**src/rtl/hsvn_pkg.sv**
```systemverilog
// ----------------------------------------------------------------------------
// hsvn_pkg
// Types and fixed constants of the HSV histogram with L2 normalization.
// ----------------------------------------------------------------------------
`timescale 1ns / 1ps
`default_nettype none

package hsvn_pkg;

   // One RGB pixel
   typedef struct packed {
      logic [7:0] red;
      logic [7:0] green;
      logic [7:0] blue;
      logic       last_pixel;
   } req_type;

   // One normalized bin
   typedef struct packed {
      logic [5:0]  bin_index;
      logic [15:0] bin_value;
      logic        last_bin;
   } rsp_type;

   // Classified pixel as queued between front and back
   typedef struct packed {
      logic [5:0] bin;
      logic       last;
   } item_type;

   // Queue status toward the front
   typedef struct packed {
      logic full;
      logic empty;
   } queue_status_type;

   localparam int QUEUE_DEPTH = 4;
   localparam int QPTR_W      = 2;

   // Hue arithmetic is done in hundredths of a degree
   localparam logic signed [25:0] HUE_SECTOR  = 26'sd6000;
   localparam logic signed [25:0] HUE_GREEN   = 26'sd12000;
   localparam logic signed [25:0] HUE_BLUE    = 26'sd24000;
   localparam logic signed [25:0] HUE_CIRCLE  = 26'sd36000;
   localparam int                 HUE_RANGE   = 180;
   localparam int                 COMP_RANGE  = 256;
   // 2 * 65535, saturation numerator scale
   localparam logic [26:0]        SAT_SCALE2  = 27'd131070;

   // Normalization: 16 result bits, right-hand side scaled by 2^34
   localparam int RES_BITS  = 16;
   localparam int RHS_SHIFT = 34;
   localparam int K2_W      = 34;
   localparam int CHUNK_W   = 16;

   typedef enum logic [7:0] {
      ST_COUNT = 8'b0000_0001,
      ST_WAIT  = 8'b0000_0010,
      ST_READ  = 8'b0000_0100,
      ST_LOAD  = 8'b0000_1000,
      ST_K2    = 8'b0001_0000,
      ST_MUL   = 8'b0010_0000,
      ST_CMP   = 8'b0100_0000,
      ST_OUT   = 8'b1000_0000
   } state_type;

endpackage

`default_nettype wire

```
**src/rtl/hsvn_queue.sv**
```systemverilog
// ----------------------------------------------------------------------------
// hsvn_queue
// Short FIFO of classified pixels between the front and the back.
// ----------------------------------------------------------------------------
`timescale 1ns / 1ps
`default_nettype none

module hsvn_queue (
   input  wire logic                      clock,
   input  wire logic                      reset,
   input  wire logic                      push,
   input  wire hsvn_pkg::item_type        push_item,
   output hsvn_pkg::queue_status_type     status,
   input  wire logic                      pop,
   output hsvn_pkg::item_type             head
);

   hsvn_pkg::item_type               slot_ff [hsvn_pkg::QUEUE_DEPTH];
   logic [hsvn_pkg::QPTR_W-1:0]      wr_ff, rd_ff;
   logic [hsvn_pkg::QPTR_W:0]        cnt_ff;

   assign status.full  = (cnt_ff == (hsvn_pkg::QPTR_W+1)'(hsvn_pkg::QUEUE_DEPTH));
   assign status.empty = (cnt_ff == '0);
   assign head         = slot_ff[rd_ff];

   // Pointers and fill count
   always_ff @(posedge clock) begin
      if (reset) begin
         wr_ff  <= '0;
         rd_ff  <= '0;
         cnt_ff <= '0;
      end else begin
         if (push) wr_ff <= wr_ff + 1'b1;
         if (pop)  rd_ff <= rd_ff + 1'b1;
         cnt_ff <= cnt_ff + (hsvn_pkg::QPTR_W+1)'(push) - (hsvn_pkg::QPTR_W+1)'(pop);
      end
   end

   // Entry storage
   always_ff @(posedge clock) begin
      if (push) begin
         slot_ff[wr_ff] <= push_item;
      end
   end

endmodule

`default_nettype wire

```
**config.mk**
```make
export PLATFORM = sky130hd
export DESIGN_NAME = hsvn_queue
export DESIGN_NICKNAME = d
export VERILOG_FILES = /design/src/rtl/hsvn_pkg.sv /design/src/rtl/hsvn_queue.sv
export SDC_FILE = /design/constraint.sdc
export NUM_CORES = 1
export LEC_CHECK = 0
export BUFFER_PORTS_ARGS = -buffer_cell sky130_fd_sc_hd__buf_2
export CAP_MARGIN = 10
export CORE_ASPECT_RATIO = 1.25
export CORE_UTILIZATION = 59
export DETAILED_ROUTE_END_ITERATION = 12
export PLACE_DENSITY = 0.83
export SETUP_SLACK_MARGIN = 0.5
export SYNTH_ARGS = -nofsm -noshare
export SYNTH_HDL_FRONTEND = slang
export SYNTH_SLANG_ARGS = --single-unit
```
**constraint.sdc**
```tcl
create_clock -name clock -period 4.1 [get_ports clock]
set_clock_uncertainty 0.1 [all_clocks]
set_input_delay 1.025 -clock clock [delete_from_list [all_inputs] [get_ports clock]]
set_output_delay 1.025 -clock clock [all_outputs]
set_load 0.01 [all_outputs]
```
# Word-level counts from Yosys, hierarchy flattened
# Memory sizes are Yosys's and may differ from the RTL's. A register that Yosys moved wholly into a read port is not among the register bits.
# Index checks and enable logic that the tools add are counted.
# Widths: inputs -> output; s select.
[totals] latchBits=0 inputBits=11 ram_bits=28 rom_bits=0 mem_count=1 out_inout_bits=9 reg_bits=7 elab_cells=14
[memory_table] memory="slot_ff" depth=4 word_bits=7 rd=1 rd_clocked_by_memory_dff=1 wr=1 line_no="hsvn_queue.sv:18" rtl="hsvn_pkg::item_type slot_ff [hsvn_pkg::QUEUE_DEPTH];"
[op_classes] mux=4 magnitude_cmp=0 eq_ne=1 n_reduce_logical=1 div=0 addsub=4 shifts=0 bitwise_logic=0 n_mul=0
[op_table] cell="$add 2x1->2 const B" count=2
[op_table] cell="$mux 2" count=2
[op_table] cell="$add 3x1->3" count=1
[op_table] cell="$eq 3x3->1 const B" count=1
[op_table] cell="$logic_not 3->1" count=1
[op_table] cell="$sub 3x1->3" count=1
[op_table] cell="$mux 1" count=2

# Depth between registers and ports, before layout
[depth] ltp_word=3 depth_mapped=7 ltp_nobuf=7

# Worst setup path before layout
# OpenSTA, ideal clock, no wires.
[synth_path] path_type="input-to-reg" startpoint="input port pop" endpoint="register cnt_ff[2] (netlist name)" cell_stages=6 arrival_time_ns=2.066 required_time_ns=3.890 n_path_buf=0 slack_ns=1.823 setup_ns=0.110 path_cell_list="ha_1 > inv_1 > ha_1 > fa_1 > xor3_1 > nor2_1"
[synth_between] elab_chain_len=1
[synth_rtl] item="from (decl)" line_no="hsvn_queue.sv:14" rtl="input wire logic pop,"
[synth_rtl] item="$sub 3x1->3" line_no="hsvn_queue.sv:35" rtl="cnt_ff <= cnt_ff + (hsvn_pkg::QPTR_W+1)'(push) - (hsvn_pkg::QPTR_W+1)'(pop);"
[synth_rtl] item="to (signal assigned)" line_no="hsvn_queue.sv:35"
[synth_rtl] item="to (decl)" line_no="hsvn_queue.sv:20" rtl="logic [hsvn_pkg::QPTR_W:0] cnt_ff;"
# Every way passes these cells.
# A chain may end at the register's enable or synchronous reset.

==> impl_metrics.py <==
metrics = {
    "status": {
        "status": "finished, final reports clean",
    },
    "drt": {
        "wl_per_cell_um": 16.43,
        "vias_per_cell": 5.437,
        "drt-total-wl_um": 2218,
        "ant_nets": 0,
        "via_count": 734,
        "drt-initial-drc-count": 12,
        "drtPass1Iterations": 4,
        "drc": 0,
    },
    "critical_path": {
        "crit_type": "reg -> out",
        "worstPathArrival_ns": 1.70,
        "crit_path_cell_trace": "mux4_2 > buf_2",
        "crit_fanout": 7,
        "reg2reg_slack_ns": 2.42,
        "slowest_stage": "dfxtp_1",
        "rr_endpoint": "cnt_ff[2]",
        "path_delay_family": "flip-flops",
        "worstReg2RegStart": "cnt_ff[0]",
        "path_buf_inv": 1,
        "crit_required_ns": 2.97,
        "end_kind": "primary output",
        "cpPeakStageDelay_ns": 0.62,
        "critPathLaunchType": "flop",
        "reg2reg_depth": 7,
    },
    "clocking": {
        "root_buffer": "clkbuf_4",
        "clkTransAtPathRegs_ns": 0.10,
        "ctsResizeCount": 0,
        "htreeDepth": 2,
        "clock_latency_ns": 0.33,
        "numClockSinks": 37,
        "cts-hold-fix-buffers": 0,
        "cts_tree": "built",
        "numCtsBuffers": 5,
        "postCtsSetupRepairBufs": 0,
        "clockBufferDepth": 2,
    },
    "power": {
        "ir_drop_uv": 375.7,
        "powerDensity_nw_per_um2": 485.4,
        "p_leak_nw": 0.6191,
    },
    "sta": {
        "drv_slew": 0,
        "setup-violations-final": 0,
        "fmax_ghz": 0.3540,
        "finalCriticalPeriod_ns": 2.825,
        "finalHoldViolCount": 0,
        "setup_tns_ns": 0,
        "slew_headroom_pct": 69.29,
        "setup_slack_ns": 1.275,
        "finalCritPeriodShare_pct": 68.90,
        "tightest_slew_ns": 0.4600,
        "rsz0062_at_grt": "no",
        "whs_ns": 0.4426,
    },
    "floorplanning": {
        "core-area_um2": 2258,
        "start_util_pct": 64.32,
        "dieHeight_um": 57.48,
        "die_w_um": 46.38,
        "fp-row-count": 19,
        "ios": 20,
        "dieArea_um2": 2666,
    },
    "cells_and_area": {
        "area_growth_pct": 13.35,
        "final_area_um2": 1647,
        "drive_above_1_share_pct": 31.73,
        "nNetsFinal": 121,
        "antennaDiodeCount": 0,
        "fill_cells": 142,
    },
    "placement": {
        "place_ws_ns": 1.617,
        "gp_congestion": 0.7324,
        "dpl_cell_area_um2": 1572,
        "portBuffers": 19,
        "hpwl_um": 1472,
    },
    "hold_path": {
        "min_to": "rd_ff[1]",
        "hold_path_depth": 2,
        "hold_class": "reg -> reg",
        "hp-start": "rd_ff[1]",
    },
    "synth": {
        "synth_edf_count": 28,
        "postSynthAreaPerCell_um2": 18.39,
        "syn_nets": 97,
        "ys_top_cells_by_area": "edfxtp_1, dfxtp_1, mux4_2",
        "yosysUniqueCellTypes": 19,
        "netlist_area_um2": 1453,
        "synthArstFlopShare_pct": 0,
        "synth_ff_type": "edfxtp_1",
        "synth_top_area_cell": "edfxtp_1",
        "seq_area_frac_synth_pct": 70.28,
        "ys_seq_elements": 37,
        "synth.yosys.warnings": 0,
        "syn_inst": 79,
        "synth_top_area_share_pct": 57.88,
        "ys_top_cells_by_count": "edfxtp_1, dfxtp_1, mux4_2, ha_1, inv_1",
        "synth_most_common_cell": "edfxtp_1",
    },
    "global_routing": {
        "grt_pass1_vias": 731,
        "grt_pass1_wl_um": 3415,
        "grt_max_degree": 12,
        "track_usage_pct": 20.22,
        "antenna_found_initial": 0,
        "overflow": 0,
    },
    "flow_run": {
        "maxCapViolCount": 0,
    },
}
[layer usage]
layer / track usage (%) / vias up / routed length [um]
met3: 7.595 / 4 / 100
met4: 8.824 / 0 / 32
met1: 21.59 / 371 / 832
met5: 0 / - / 0
met2: 34.13 / 22 / 1251
li1: - / 337 / -
[logic make-up after synthesis]
kind of cell    synth area share, %
buf+inv                       2.584
flops                         70.28
xor+xnor                      2.842
fa+ha+maj                     6.546
simple gates                  5.168
compound gates                1.033
mux                           11.54
[stage by stage]
step	utilization [%]	total power [mW]	std cells
final	72.91	0.7992	135
after global routing	72.91	0.8327	135
after CTS	72.91	0.8069	135
after detailed placement	69.58	0.5708	127
after global placement	69.58	0.5651	127
after floorplan	-	0.5337	79
[power by group]
group          switching (mW)  internal [mW]
sequential             0.0194          0.430
combinational          0.0490         0.0635
clock                   0.110          0.127
[flip-flops by register name, summed over array words and instances (netlist names), named ones only]
register	cells
cnt_ff	3
rd_ff	2
slot_ff	28
wr_ff	2
[tightest hold or removal path, delay by kind of cell (launching register included)]
kind / cells / cell delay [ns]
AO/OA/AOI/OAI: 1 / 0.07
flip-flops: 1 / 0.33
AND/OR/NAND/NOR: 1 / 0.10
[worst max path at each step]
stage               start        end  cells past startpoint  slack, ns
floorplan             pop  cnt_ff[2]                      6       1.82
finish               flop    head[1]                      2       1.28
detailed placement    pop  cnt_ff[2]                      7       1.62
global route         flop    head[1]                      2       1.18
CTS                  flop    head[1]                      2       1.22
global placement      pop  cnt_ff[2]                      7       1.64
[placed cells by master, fill, tap and decap left out]
cell type / count
nor2b_1: 2
bufinv_16: 1
ha_1: 6
edfxtp_1: 28
clkbuf_1: 1
nand3b_1: 1
xnor2_1: 2
buf_2: 19
nor3_1: 1
nor2_1: 5
mux2i_1: 1
fa_1: 1
mux4_2: 7
xor3_1: 1
and2_1: 4
dfxtp_1: 9
inv_1: 6
clkbuf_4: 5
a21bo_2: 1
and3_1: 1
clkinv_1: 1
a21oi_1: 1
[cell type report]
cell class              count  area, um^2  area share (%)
multi-input cells          34       394.1           23.94
clock inverters             2       33.78           2.052
repair buffers             19       95.09           5.775
flip-flops and latches     37        1021           62.01
clock buffers               6       41.29           2.508
well taps                  31       38.79           2.356
inverters                   6       22.52           1.368
No activity file was read; power rests on OpenSTA's default activity.
