==> src/rtl/hsvn_pkg.sv <==
// ----------------------------------------------------------------------------
// hsvn_pkg
// Types and fixed constants of the HSV histogram with L2 normalization.
// ----------------------------------------------------------------------------
`timescale 1ns / 1ps
`default_nettype none

package hsvn_pkg;

   // One RGB pixel
   typedef struct packed {
      logic [7:0] red;
      logic [7:0] green;
      logic [7:0] blue;
      logic       last_pixel;
   } req_type;

   // One normalized bin
   typedef struct packed {
      logic [5:0]  bin_index;
      logic [15:0] bin_value;
      logic        last_bin;
   } rsp_type;

   // Classified pixel as queued between front and back
   typedef struct packed {
      logic [5:0] bin;
      logic       last;
   } item_type;

   // Queue status toward the front
   typedef struct packed {
      logic full;
      logic empty;
   } queue_status_type;

   localparam int QUEUE_DEPTH = 4;
   localparam int QPTR_W      = 2;

   // Hue arithmetic is done in hundredths of a degree
   localparam logic signed [25:0] HUE_SECTOR  = 26'sd6000;
   localparam logic signed [25:0] HUE_GREEN   = 26'sd12000;
   localparam logic signed [25:0] HUE_BLUE    = 26'sd24000;
   localparam logic signed [25:0] HUE_CIRCLE  = 26'sd36000;
   localparam int                 HUE_RANGE   = 180;
   localparam int                 COMP_RANGE  = 256;
   // 2 * 65535, saturation numerator scale
   localparam logic [26:0]        SAT_SCALE2  = 27'd131070;

   // Normalization: 16 result bits, right-hand side scaled by 2^34
   localparam int RES_BITS  = 16;
   localparam int RHS_SHIFT = 34;
   localparam int K2_W      = 34;
   localparam int CHUNK_W   = 16;

   typedef enum logic [7:0] {
      ST_COUNT = 8'b0000_0001,
      ST_WAIT  = 8'b0000_0010,
      ST_READ  = 8'b0000_0100,
      ST_LOAD  = 8'b0000_1000,
      ST_K2    = 8'b0001_0000,
      ST_MUL   = 8'b0010_0000,
      ST_CMP   = 8'b0100_0000,
      ST_OUT   = 8'b1000_0000
   } state_type;

endpackage

`default_nettype wire

==> src/rtl/hsvn_front.sv <==
// ----------------------------------------------------------------------------
// hsvn_front
// Two-stage pixel classifier: RGB to HSV sector terms, then bin thresholds.
// ----------------------------------------------------------------------------
`timescale 1ns / 1ps
`default_nettype none

module hsvn_front #(
   parameter int HUE_BINS = 4,
   parameter int SAT_BINS = 4,
   parameter int VAL_BINS = 4
) (
   input  wire logic                      clock,
   input  wire logic                      reset,
   input  wire logic                      req_valid,
   output logic                           req_stall,
   input  wire hsvn_pkg::req_type         req_data,
   input  wire hsvn_pkg::queue_status_type q_status,
   output logic                           push,
   output hsvn_pkg::item_type             push_item
);

   logic              en;
   logic              p1_valid_ff;
   hsvn_pkg::req_type p1_ff;
   logic              p2_valid_ff;
   logic [23:0]       n_ff;
   logic [7:0]        d_ff;
   logic [7:0]        mx_ff;
   logic              last_ff;

   logic [7:0]         mx, mn, d;
   logic signed [25:0] rs, gs, bs, ds, n;
   logic [25:0]        hnum;
   logic [26:0]        snum;
   logic               grey;
   logic [3:1]         hit_h, hit_s, hit_v;
   logic [2:0]         hb, sb, vb;

   assign en        = !q_status.full;
   assign req_stall = !en;

   // Stage 1: input register
   always_ff @(posedge clock) begin
      if (reset) begin
         p1_valid_ff <= 1'b0;
      end else if (en) begin
         p1_valid_ff <= req_valid;
      end
      if (en) begin
         p1_ff <= req_data;
      end
   end

   // Max, min and hue numerator in hundredths of a degree
   always_comb begin
      mx = p1_ff.red;
      mn = p1_ff.red;
      if (p1_ff.green > mx) mx = p1_ff.green;
      if (p1_ff.blue > mx)  mx = p1_ff.blue;
      if (p1_ff.green < mn) mn = p1_ff.green;
      if (p1_ff.blue < mn)  mn = p1_ff.blue;
      d  = mx - mn;
      rs = {18'd0, p1_ff.red};
      gs = {18'd0, p1_ff.green};
      bs = {18'd0, p1_ff.blue};
      ds = {18'd0, d};
      if (p1_ff.red == mx) begin
         n = hsvn_pkg::HUE_SECTOR * (gs - bs);
      end else if (p1_ff.green == mx) begin
         n = hsvn_pkg::HUE_GREEN * ds + hsvn_pkg::HUE_SECTOR * (bs - rs);
      end else begin
         n = hsvn_pkg::HUE_BLUE * ds + hsvn_pkg::HUE_SECTOR * (rs - gs);
      end
      if (n < 0) begin
         n = n + hsvn_pkg::HUE_CIRCLE * ds;
      end
   end

   // Stage 2: HSV terms
   always_ff @(posedge clock) begin
      if (reset) begin
         p2_valid_ff <= 1'b0;
      end else if (en) begin
         p2_valid_ff <= p1_valid_ff;
      end
      if (en) begin
         n_ff    <= n[23:0];
         d_ff    <= d;
         mx_ff   <= mx;
         last_ff <= p1_ff.last_pixel;
      end
   end

   assign grey = (d_ff == 8'd0);
   assign hnum = {1'b0, n_ff, 1'b0} + 26'(d_ff);
   assign snum = 27'(d_ff) * hsvn_pkg::SAT_SCALE2 + 27'(mx_ff);

   // Bin boundaries as compares against constant multiples
   for (genvar k = 1; k <= 3; k++) begin : g_thr
      localparam int TH = (hsvn_pkg::HUE_RANGE * k + HUE_BINS - 1) / HUE_BINS;
      localparam int UH = 100 * (2 * TH - 1);
      localparam int TS = (hsvn_pkg::COMP_RANGE * k + SAT_BINS - 1) / SAT_BINS;
      localparam int TV = (hsvn_pkg::COMP_RANGE * k + VAL_BINS - 1) / VAL_BINS;
      if (k < HUE_BINS) begin : g_h
         assign hit_h[k] = !grey && (hnum >= 26'(d_ff) * 26'(2 * UH));
      end else begin : g_hn
         assign hit_h[k] = 1'b0;
      end
      if (k < SAT_BINS) begin : g_s
         assign hit_s[k] = !grey && (snum >= 27'(mx_ff) * 27'(512 * TS));
      end else begin : g_sn
         assign hit_s[k] = 1'b0;
      end
      if (k < VAL_BINS) begin : g_v
         assign hit_v[k] = (mx_ff >= 8'(TV));
      end else begin : g_vn
         assign hit_v[k] = 1'b0;
      end
   end

   assign hb = 3'(hit_h[1]) + 3'(hit_h[2]) + 3'(hit_h[3]);
   assign sb = 3'(hit_s[1]) + 3'(hit_s[2]) + 3'(hit_s[3]);
   assign vb = 3'(hit_v[1]) + 3'(hit_v[2]) + 3'(hit_v[3]);

   assign push           = p2_valid_ff && en;
   assign push_item.bin  = (6'(hb) * 6'(SAT_BINS) + 6'(sb)) * 6'(VAL_BINS) + 6'(vb);
   assign push_item.last = last_ff;

endmodule

`default_nettype wire

==> config.mk <==
export PLATFORM = sky130hd
export DESIGN_NAME = hsvn_front
export DESIGN_NICKNAME = d
export VERILOG_FILES = /design/src/rtl/hsvn_pkg.sv /design/src/rtl/hsvn_front.sv
export SDC_FILE = /design/constraint.sdc
export NUM_CORES = 1
export LEC_CHECK = 0
export BUFFER_PORTS_ARGS = -buffer_cell sky130_fd_sc_hd__buf_4
export CAP_MARGIN = 20
export CORE_MARGIN = 5
export CORE_UTILIZATION = 60
export CTS_CLUSTER_SIZE = 28
export DETAILED_ROUTE_END_ITERATION = 8
export GPL_TIMING_DRIVEN = 0
export PLACE_DENSITY = 0.8
export SETUP_SLACK_MARGIN = 0.3
export SKIP_LAST_GASP = 1
export SYNTH_ARGS = -nofsm -noshare
export SYNTH_HDL_FRONTEND = slang
export SYNTH_SLANG_ARGS = --single-unit
==> constraint.sdc <==
create_clock -name clock -period 31.3 [get_ports clock]
set_input_delay 4.695 -clock clock [delete_from_list [all_inputs] [get_ports clock]]
set_output_delay 4.695 -clock clock [all_outputs]
set_load 0.01 [all_outputs]
; ---- Yosys cells after proc, flatten, opt, wreduce, memory -nomap -nowiden
; Index checks and enable logic that the tools add are counted.
[op_classes]
n_mux = 7
add_sub_neg = 17
reduce_logical = 10
mul = 11
n_eq_ne = 2
n_lt_le_gt_ge = 14
[op_table]
columns = cell, n
row1 = $ge 26x24->1, 3
row2 = $mul 10x9->19 const A, 3
row3 = $add 25x8->26, 2
row4 = $ge 26x23->1, 2
row5 = $mux 26, 2
row6 = $mul 8x13->21 const B, 2
row7 = $mul 9x8->17 const A, 2
row8 = $mux 8, 4
row9 = $sub 8x8->9, 3
row10 = $ge 26x25->1, 1
row11 = $lt 26x1->1 const B, 1
row12 = $add 24x23->25, 1
row13 = $add 23x23->24, 1
row14 = $add 24x24->24, 1
row15 = $mul 8x16->24 const B, 1
row16 = $mux 24, 1
row17 = $mul 8x12->20 const B, 1
row18 = $mul 11x8->19 const A, 1
row19 = $eq 8x8->1, 2
row20 = $ge 8x8->1 const B, 2
row21 = $gt 8x8->1, 2
row22 = $lt 8x8->1, 2
row23 = $mul 8x2->10 const B, 1
row24 = $ge 8x7->1 const B, 1
row25 = other kinds (9), 19
[word_totals]
reg_bits = 68
word_cells = 71

; ---- Logic depth before layout (Yosys ltp)
[logic_depth]
ltp_word = 11
mapped_depth = 63
ltp_nobuf = 58

; ---- Least setup slack after synthesis
; OpenSTA, ideal clock, no wires.
[synth_timing]
path_type = reg2reg
startpoint = reg p1_ff (netlist bit gs[1])
endpoint = reg n_ff[23] (data pin)
setup_ps = 258
required_ps = 31042
arrival_ps = 12306
slack_ps = 18736
path_buffers = 5
stages_incl_launch_ff = 61
period_less_slack_ps = 12564
cell_sequence = edfxtp_1 > clkbuf_1 > inv_1 > ha_1 > nand3b_1 > a211oi_2 > or2_0 > buf_4 > buf_4 > nor2_1 > a21oi_1 > ha_1 > and4_1 > a221oi_1 > o311a_1 > buf_6 > o31ai_2 > nand2_1 > [... 25 more ...] > o21bai_1 > a21oi_1 > xnor2_1 > ha_1 > a21o_1 > a21oi_1 > o22ai_1 > or3b_2 > a21oi_1 > xor2_1 > a211o_1 > o21a_1 > ha_1 > a21oi_1 > a31oi_1 > xor2_1 > nor2_1 > xnor2_1
[synth_between]
elab_chain_len = 11
[synth_lines]
columns = item, line_no
row1 = from (decl), hsvn_front.sv:25  ; hsvn_pkg::req_type p1_ff;
row2 = from (signal assigned), hsvn_front.sv:51  ; p1_ff <= req_data;
row3 = $gt 8x8->1, hsvn_front.sv:59  ; if (p1_ff.green > mx) mx = p1_ff.green;
row4 = $mux 8 *, hsvn_front.sv:59
row5 = $gt 8x8->1, hsvn_front.sv:60  ; if (p1_ff.blue > mx) mx = p1_ff.blue;
row6 = $mux 8 *, hsvn_front.sv:60
row7 = net mx[0], hsvn_front.sv:32  ; logic [7:0] mx, mn, d;
row8 = $sub 8x8->8 *, hsvn_front.sv:63  ; d = mx - mn;
row9 = net d[7], hsvn_front.sv:32
row10 = $mul 9x8->17, "hsvn_front.sv:71, hsvn_front.sv:73"
row11 = $add 24x23->25 / $add 23x23->24 (equally long branches), "hsvn_front.sv:73, hsvn_front.sv:71"
row12 = $mux 26, hsvn_front.sv:70  ; end else if (p1_ff.green == mx) begin
row13 = $mux 26, hsvn_front.sv:68  ; if (p1_ff.red == mx) begin
row14 = $add 24x24->24 / $lt 26x1->1 (equally long branches), "hsvn_front.sv:76, hsvn_front.sv:75"
row15 = $mux 24 *, hsvn_front.sv:75  ; if (n < 0) begin
row16 = net n[23], hsvn_front.sv:33  ; logic signed [25:0] rs, gs, bs, ds, n;
row17 = to (signal assigned), hsvn_front.sv:88  ; n_ff <= n[23:0];
row18 = to (decl), hsvn_front.sv:27  ; logic [23:0] n_ff;
; Mark *: on every way through the listed nets, which the timed path passes. The rest lies on a longest branch.
; A chain may end at the register's enable or synchronous reset.

; ---- Final worst setup path
[layout_timing]
startpoint = reg p1_ff (netlist bit gs[1])
endpoint = reg n_ff[22] (data pin)
[layout_between]
elab_chain_len = 11
[layout_lines]
columns = item, line_no
row1 = $gt 8x8->1, hsvn_front.sv:59
row2 = $mux 8 *, hsvn_front.sv:59
row3 = $gt 8x8->1, hsvn_front.sv:60
row4 = $mux 8 *, hsvn_front.sv:60
row5 = net mx[0], hsvn_front.sv:32
row6 = $sub 8x8->8, hsvn_front.sv:63
row7 = $mul 9x8->17, "hsvn_front.sv:71, hsvn_front.sv:73"
row8 = $add 24x23->25 / $add 23x23->24 (equally long branches), "hsvn_front.sv:73, hsvn_front.sv:71"
row9 = $mux 26, hsvn_front.sv:70
row10 = $mux 26, hsvn_front.sv:68
row11 = $add 24x24->24 / $lt 26x1->1 (equally long branches), "hsvn_front.sv:76, hsvn_front.sv:75"
row12 = $mux 24 *, hsvn_front.sv:75
row13 = net n[22], hsvn_front.sv:33
; Marks and branches as above.

==> flow_summary.json <==
{
  "synth_seq_cells": 64,
  "clk_pin_slew_worst_paths_ns": 0.05,
  "mapped_nets": 3593,
  "h-tree-depth": 3,
  "hold_viol": 0,
  "timing.critical_path.from_type": "flop",
  "cp.required_ns": 31.42,
  "clock_tree.root_cell": "clkbuf_16",
  "core_area_um2": 39900,
  "synth_async_sr_flop_share": 0,
  "worst_skew_pair.late_latency_ns": 0.35,
  "post-route-period-util": 0.482,
  "crit_buf_inv": 11,
  "grt_antenna_before_repair": 0,
  "cts_resized": 0,
  "grt_remaining_overflow": 0,
  "post_cts_hold_buffer_count": 0,
  "critical-path-top-cell-by-count": "ha_1",
  "initial_utilization": 0.609,
  "share_of_post_route_cells_with_drive_strength_above_1": 0.0460,
  "synthMostInstantiatedCell": "ha_1",
  "dieHeight_um": 211,
  "worst-endpoint-arrival_ns": 15.20,
  "synth-seq-area-share": 0.0782,
  "fin_max_slew_vios": 0,
  "worst_clock_skew_ns": 0.00381,
  "detail-route-antenna-nets": 0,
  "drt_drc_violations_left": 0,
  "via_density_per_instance": 5.94,
  "ctsLongestPathBuffers": 2,
  "post_drt_wl_per_cell_um": 18.3,
  "place_hpwl_mm": 53.0,
  "post-synth-top-area-cell": "ha_1",
  "die_x_um": 211,
  "globalRouteTotalUtil": 0.275,
  "commonest_cells_in_the_netlist": "ha_1, inv_1, fa_1",
  "grt_setup_unrepaired": "false",
  "drv_cap": 0,
  "grt_first_pass_wirelength_mm": 101,
  "slew-limit-headroom": 0.233,
  "post_synth_num_cell_types": 88,
  "number_of_inserted_diodes": 0,
  "drt_iter0_markers": 1262,
  "timing_worst_slew_pin_value_ns": 1.14,
  "fp.dieArea_um2": 44700,
  "number_of_enable_type_register_cells_in_the_synthesized_netlist": 62,
  "io_buffer_count": 37,
  "netlist_instances": 2769,
  "synthTopCellsByArea": "ha_1, fa_1, inv_1, edfxtp_1, xnor2_1",
  "cell_family_with_most_cp_delay": "compound AO/OA/AOI/OAI gates",
  "post-cts-setup-buffer-count": 0,
  "via_count_of_the_first_global_routing_pass": 20600,
  "netlist.area_leader.share": 0.305,
  "report.final.setup_viol": 0,
  "critPathKind": "flop to flop",
  "final_nets": 3645,
  "final.setup.tns_ns": 0,
  "synth_area_per_cell_um2": 8.78,
  "cts.sink_count": 64,
  "globalplace.congestion": 0.977,
  "cts_buffers": 9,
  "tritoncts": "built",
  "design.portCount": 39,
  "mappedNetlistArea_um2": 24300,
  "area_delta_synth_final_pct": 5.20,
  "yosys_warnings": 0,
  "hold_crit_class": "flop to flop",
  "cp_max_fo": 10,
  "ys_dominant_reg_cell": "edfxtp_1",
  "endpoint_kind": "flop",
  "fill_cells": 3297,
  "achievable-frequency_ghz": 0.0663,
  "row_count": 73,
  "outcome": "complete, no violations",
  "drt-pass1-iter-count": 6,
  "critPathSlowestCell": "a221oi_1",
  "min_period_ns": 15.08,
  "pin_count_of_the_biggest_net_entering_global_routing": 39,
  "cp_slowest_stage_delay_ns": 0.65,
  "wl_mm": 61.5,
  "route.vias.total": 19900
}
## logic make-up after synthesis
group           count (synthesis)  synth area share
fa+ha+maj                     794             0.471
compound gates                602             0.161
buf+inv                       539            0.0851
simple gates                  495             0.101
xor+xnor                      226            0.0817
flops                          64            0.0782
mux                            49            0.0217
## registers in the layout, summed over array words and instances, names as in the netlist
name         flops
bs               8
d_ff             8
gs               8
last_ff          1
mx_ff            8
n_ff            20
p1_ff            9
p1_valid_ff      1
p2_valid_ff      1
## path summary, 6_finish.rpt
| check | start | end | slack (ns) | depth (start not counted) |
|---|---|---|---|---|
| hold / removal | p1_ff[0] | last_ff | 0.44 | 0 |
| hold reg to reg | p1_ff[0] | last_ff | 0.44 | 0 |
| setup / recovery | gs[1] | n_ff[22] | 16.22 | 56 |
| setup reg to reg | gs[1] | n_ff[22] | 16.22 | 56 |
## placed cells by master, fill, tap and decap left out, drive strengths merged, types with 29 or more instances in the layout
| cell | n |
|---|---|
| ha | 592 |
| inv | 499 |
| fa | 202 |
| a21oi | 176 |
| xnor2 | 147 |
| nor2 | 147 |
| o21ai | 122 |
| nand2 | 92 |
| a21o | 87 |
| xor2 | 79 |
| edfxtp | 62 |
| buf | 56 |
| nor3 | 43 |
| nand3 | 43 |
| o21a | 39 |
| clkbuf | 39 |
| nor2b | 37 |
| nand2b | 37 |
| o21bai | 32 |
| mux2i | 29 |
## worst register-to-register path: cells and delay by family, from the launching register on
family,cells,cell delay (ns)
buffers and inverters,11,2.10
adders and majority gates,12,4.56
AOI/OAI and AO/OA,18,4.64
muxes,3,0.51
and+or+nand+nor,8,1.54
xor gates and xnor gates,4,1.11
DFF,1,0.40
## per-layer routing
metal	up-vias	share of wire	track usage
met5	-	0	0
met4	0	0.048	0.118
met3	163	0.051	0.0283
met2	553	0.48	0.483
met1	9559	0.42	0.346
li1	9616	-	-
## final cells by class
class / count / area [um2] / share of cell area
buffer: 40 / 196 / 0.00768
clock buffer: 14 / 274 / 0.0107
clock inverter: 2 / 12.5 / 0.000489
inverter: 499 / 1870 / 0.0732
multi-input combinational: 2166 / 20400 / 0.795
sequential: 64 / 1900 / 0.0743
tap: 525 / 657 / 0.0257
timing repair buffer: 41 / 320 / 0.0125
## per-stage QoR
step                 util  setup slack, ns  instances  instance area (um2)  hold slack, ns
finish              0.641            16.22       3351                25600           0.436
global route        0.641            15.21       3351                25600           0.456
CTS                 0.641            15.95       3350                25600           0.444
detailed placement  0.634            16.03       3334                25300           0.434
global placement    0.633            16.23       3331                25300           0.403
floorplan               -            18.74       2769                24300           0.400
Power is left out: the tool's default activity adds up to more than one toggle a clock period on the data nets, which glitch-free logic cannot reach.
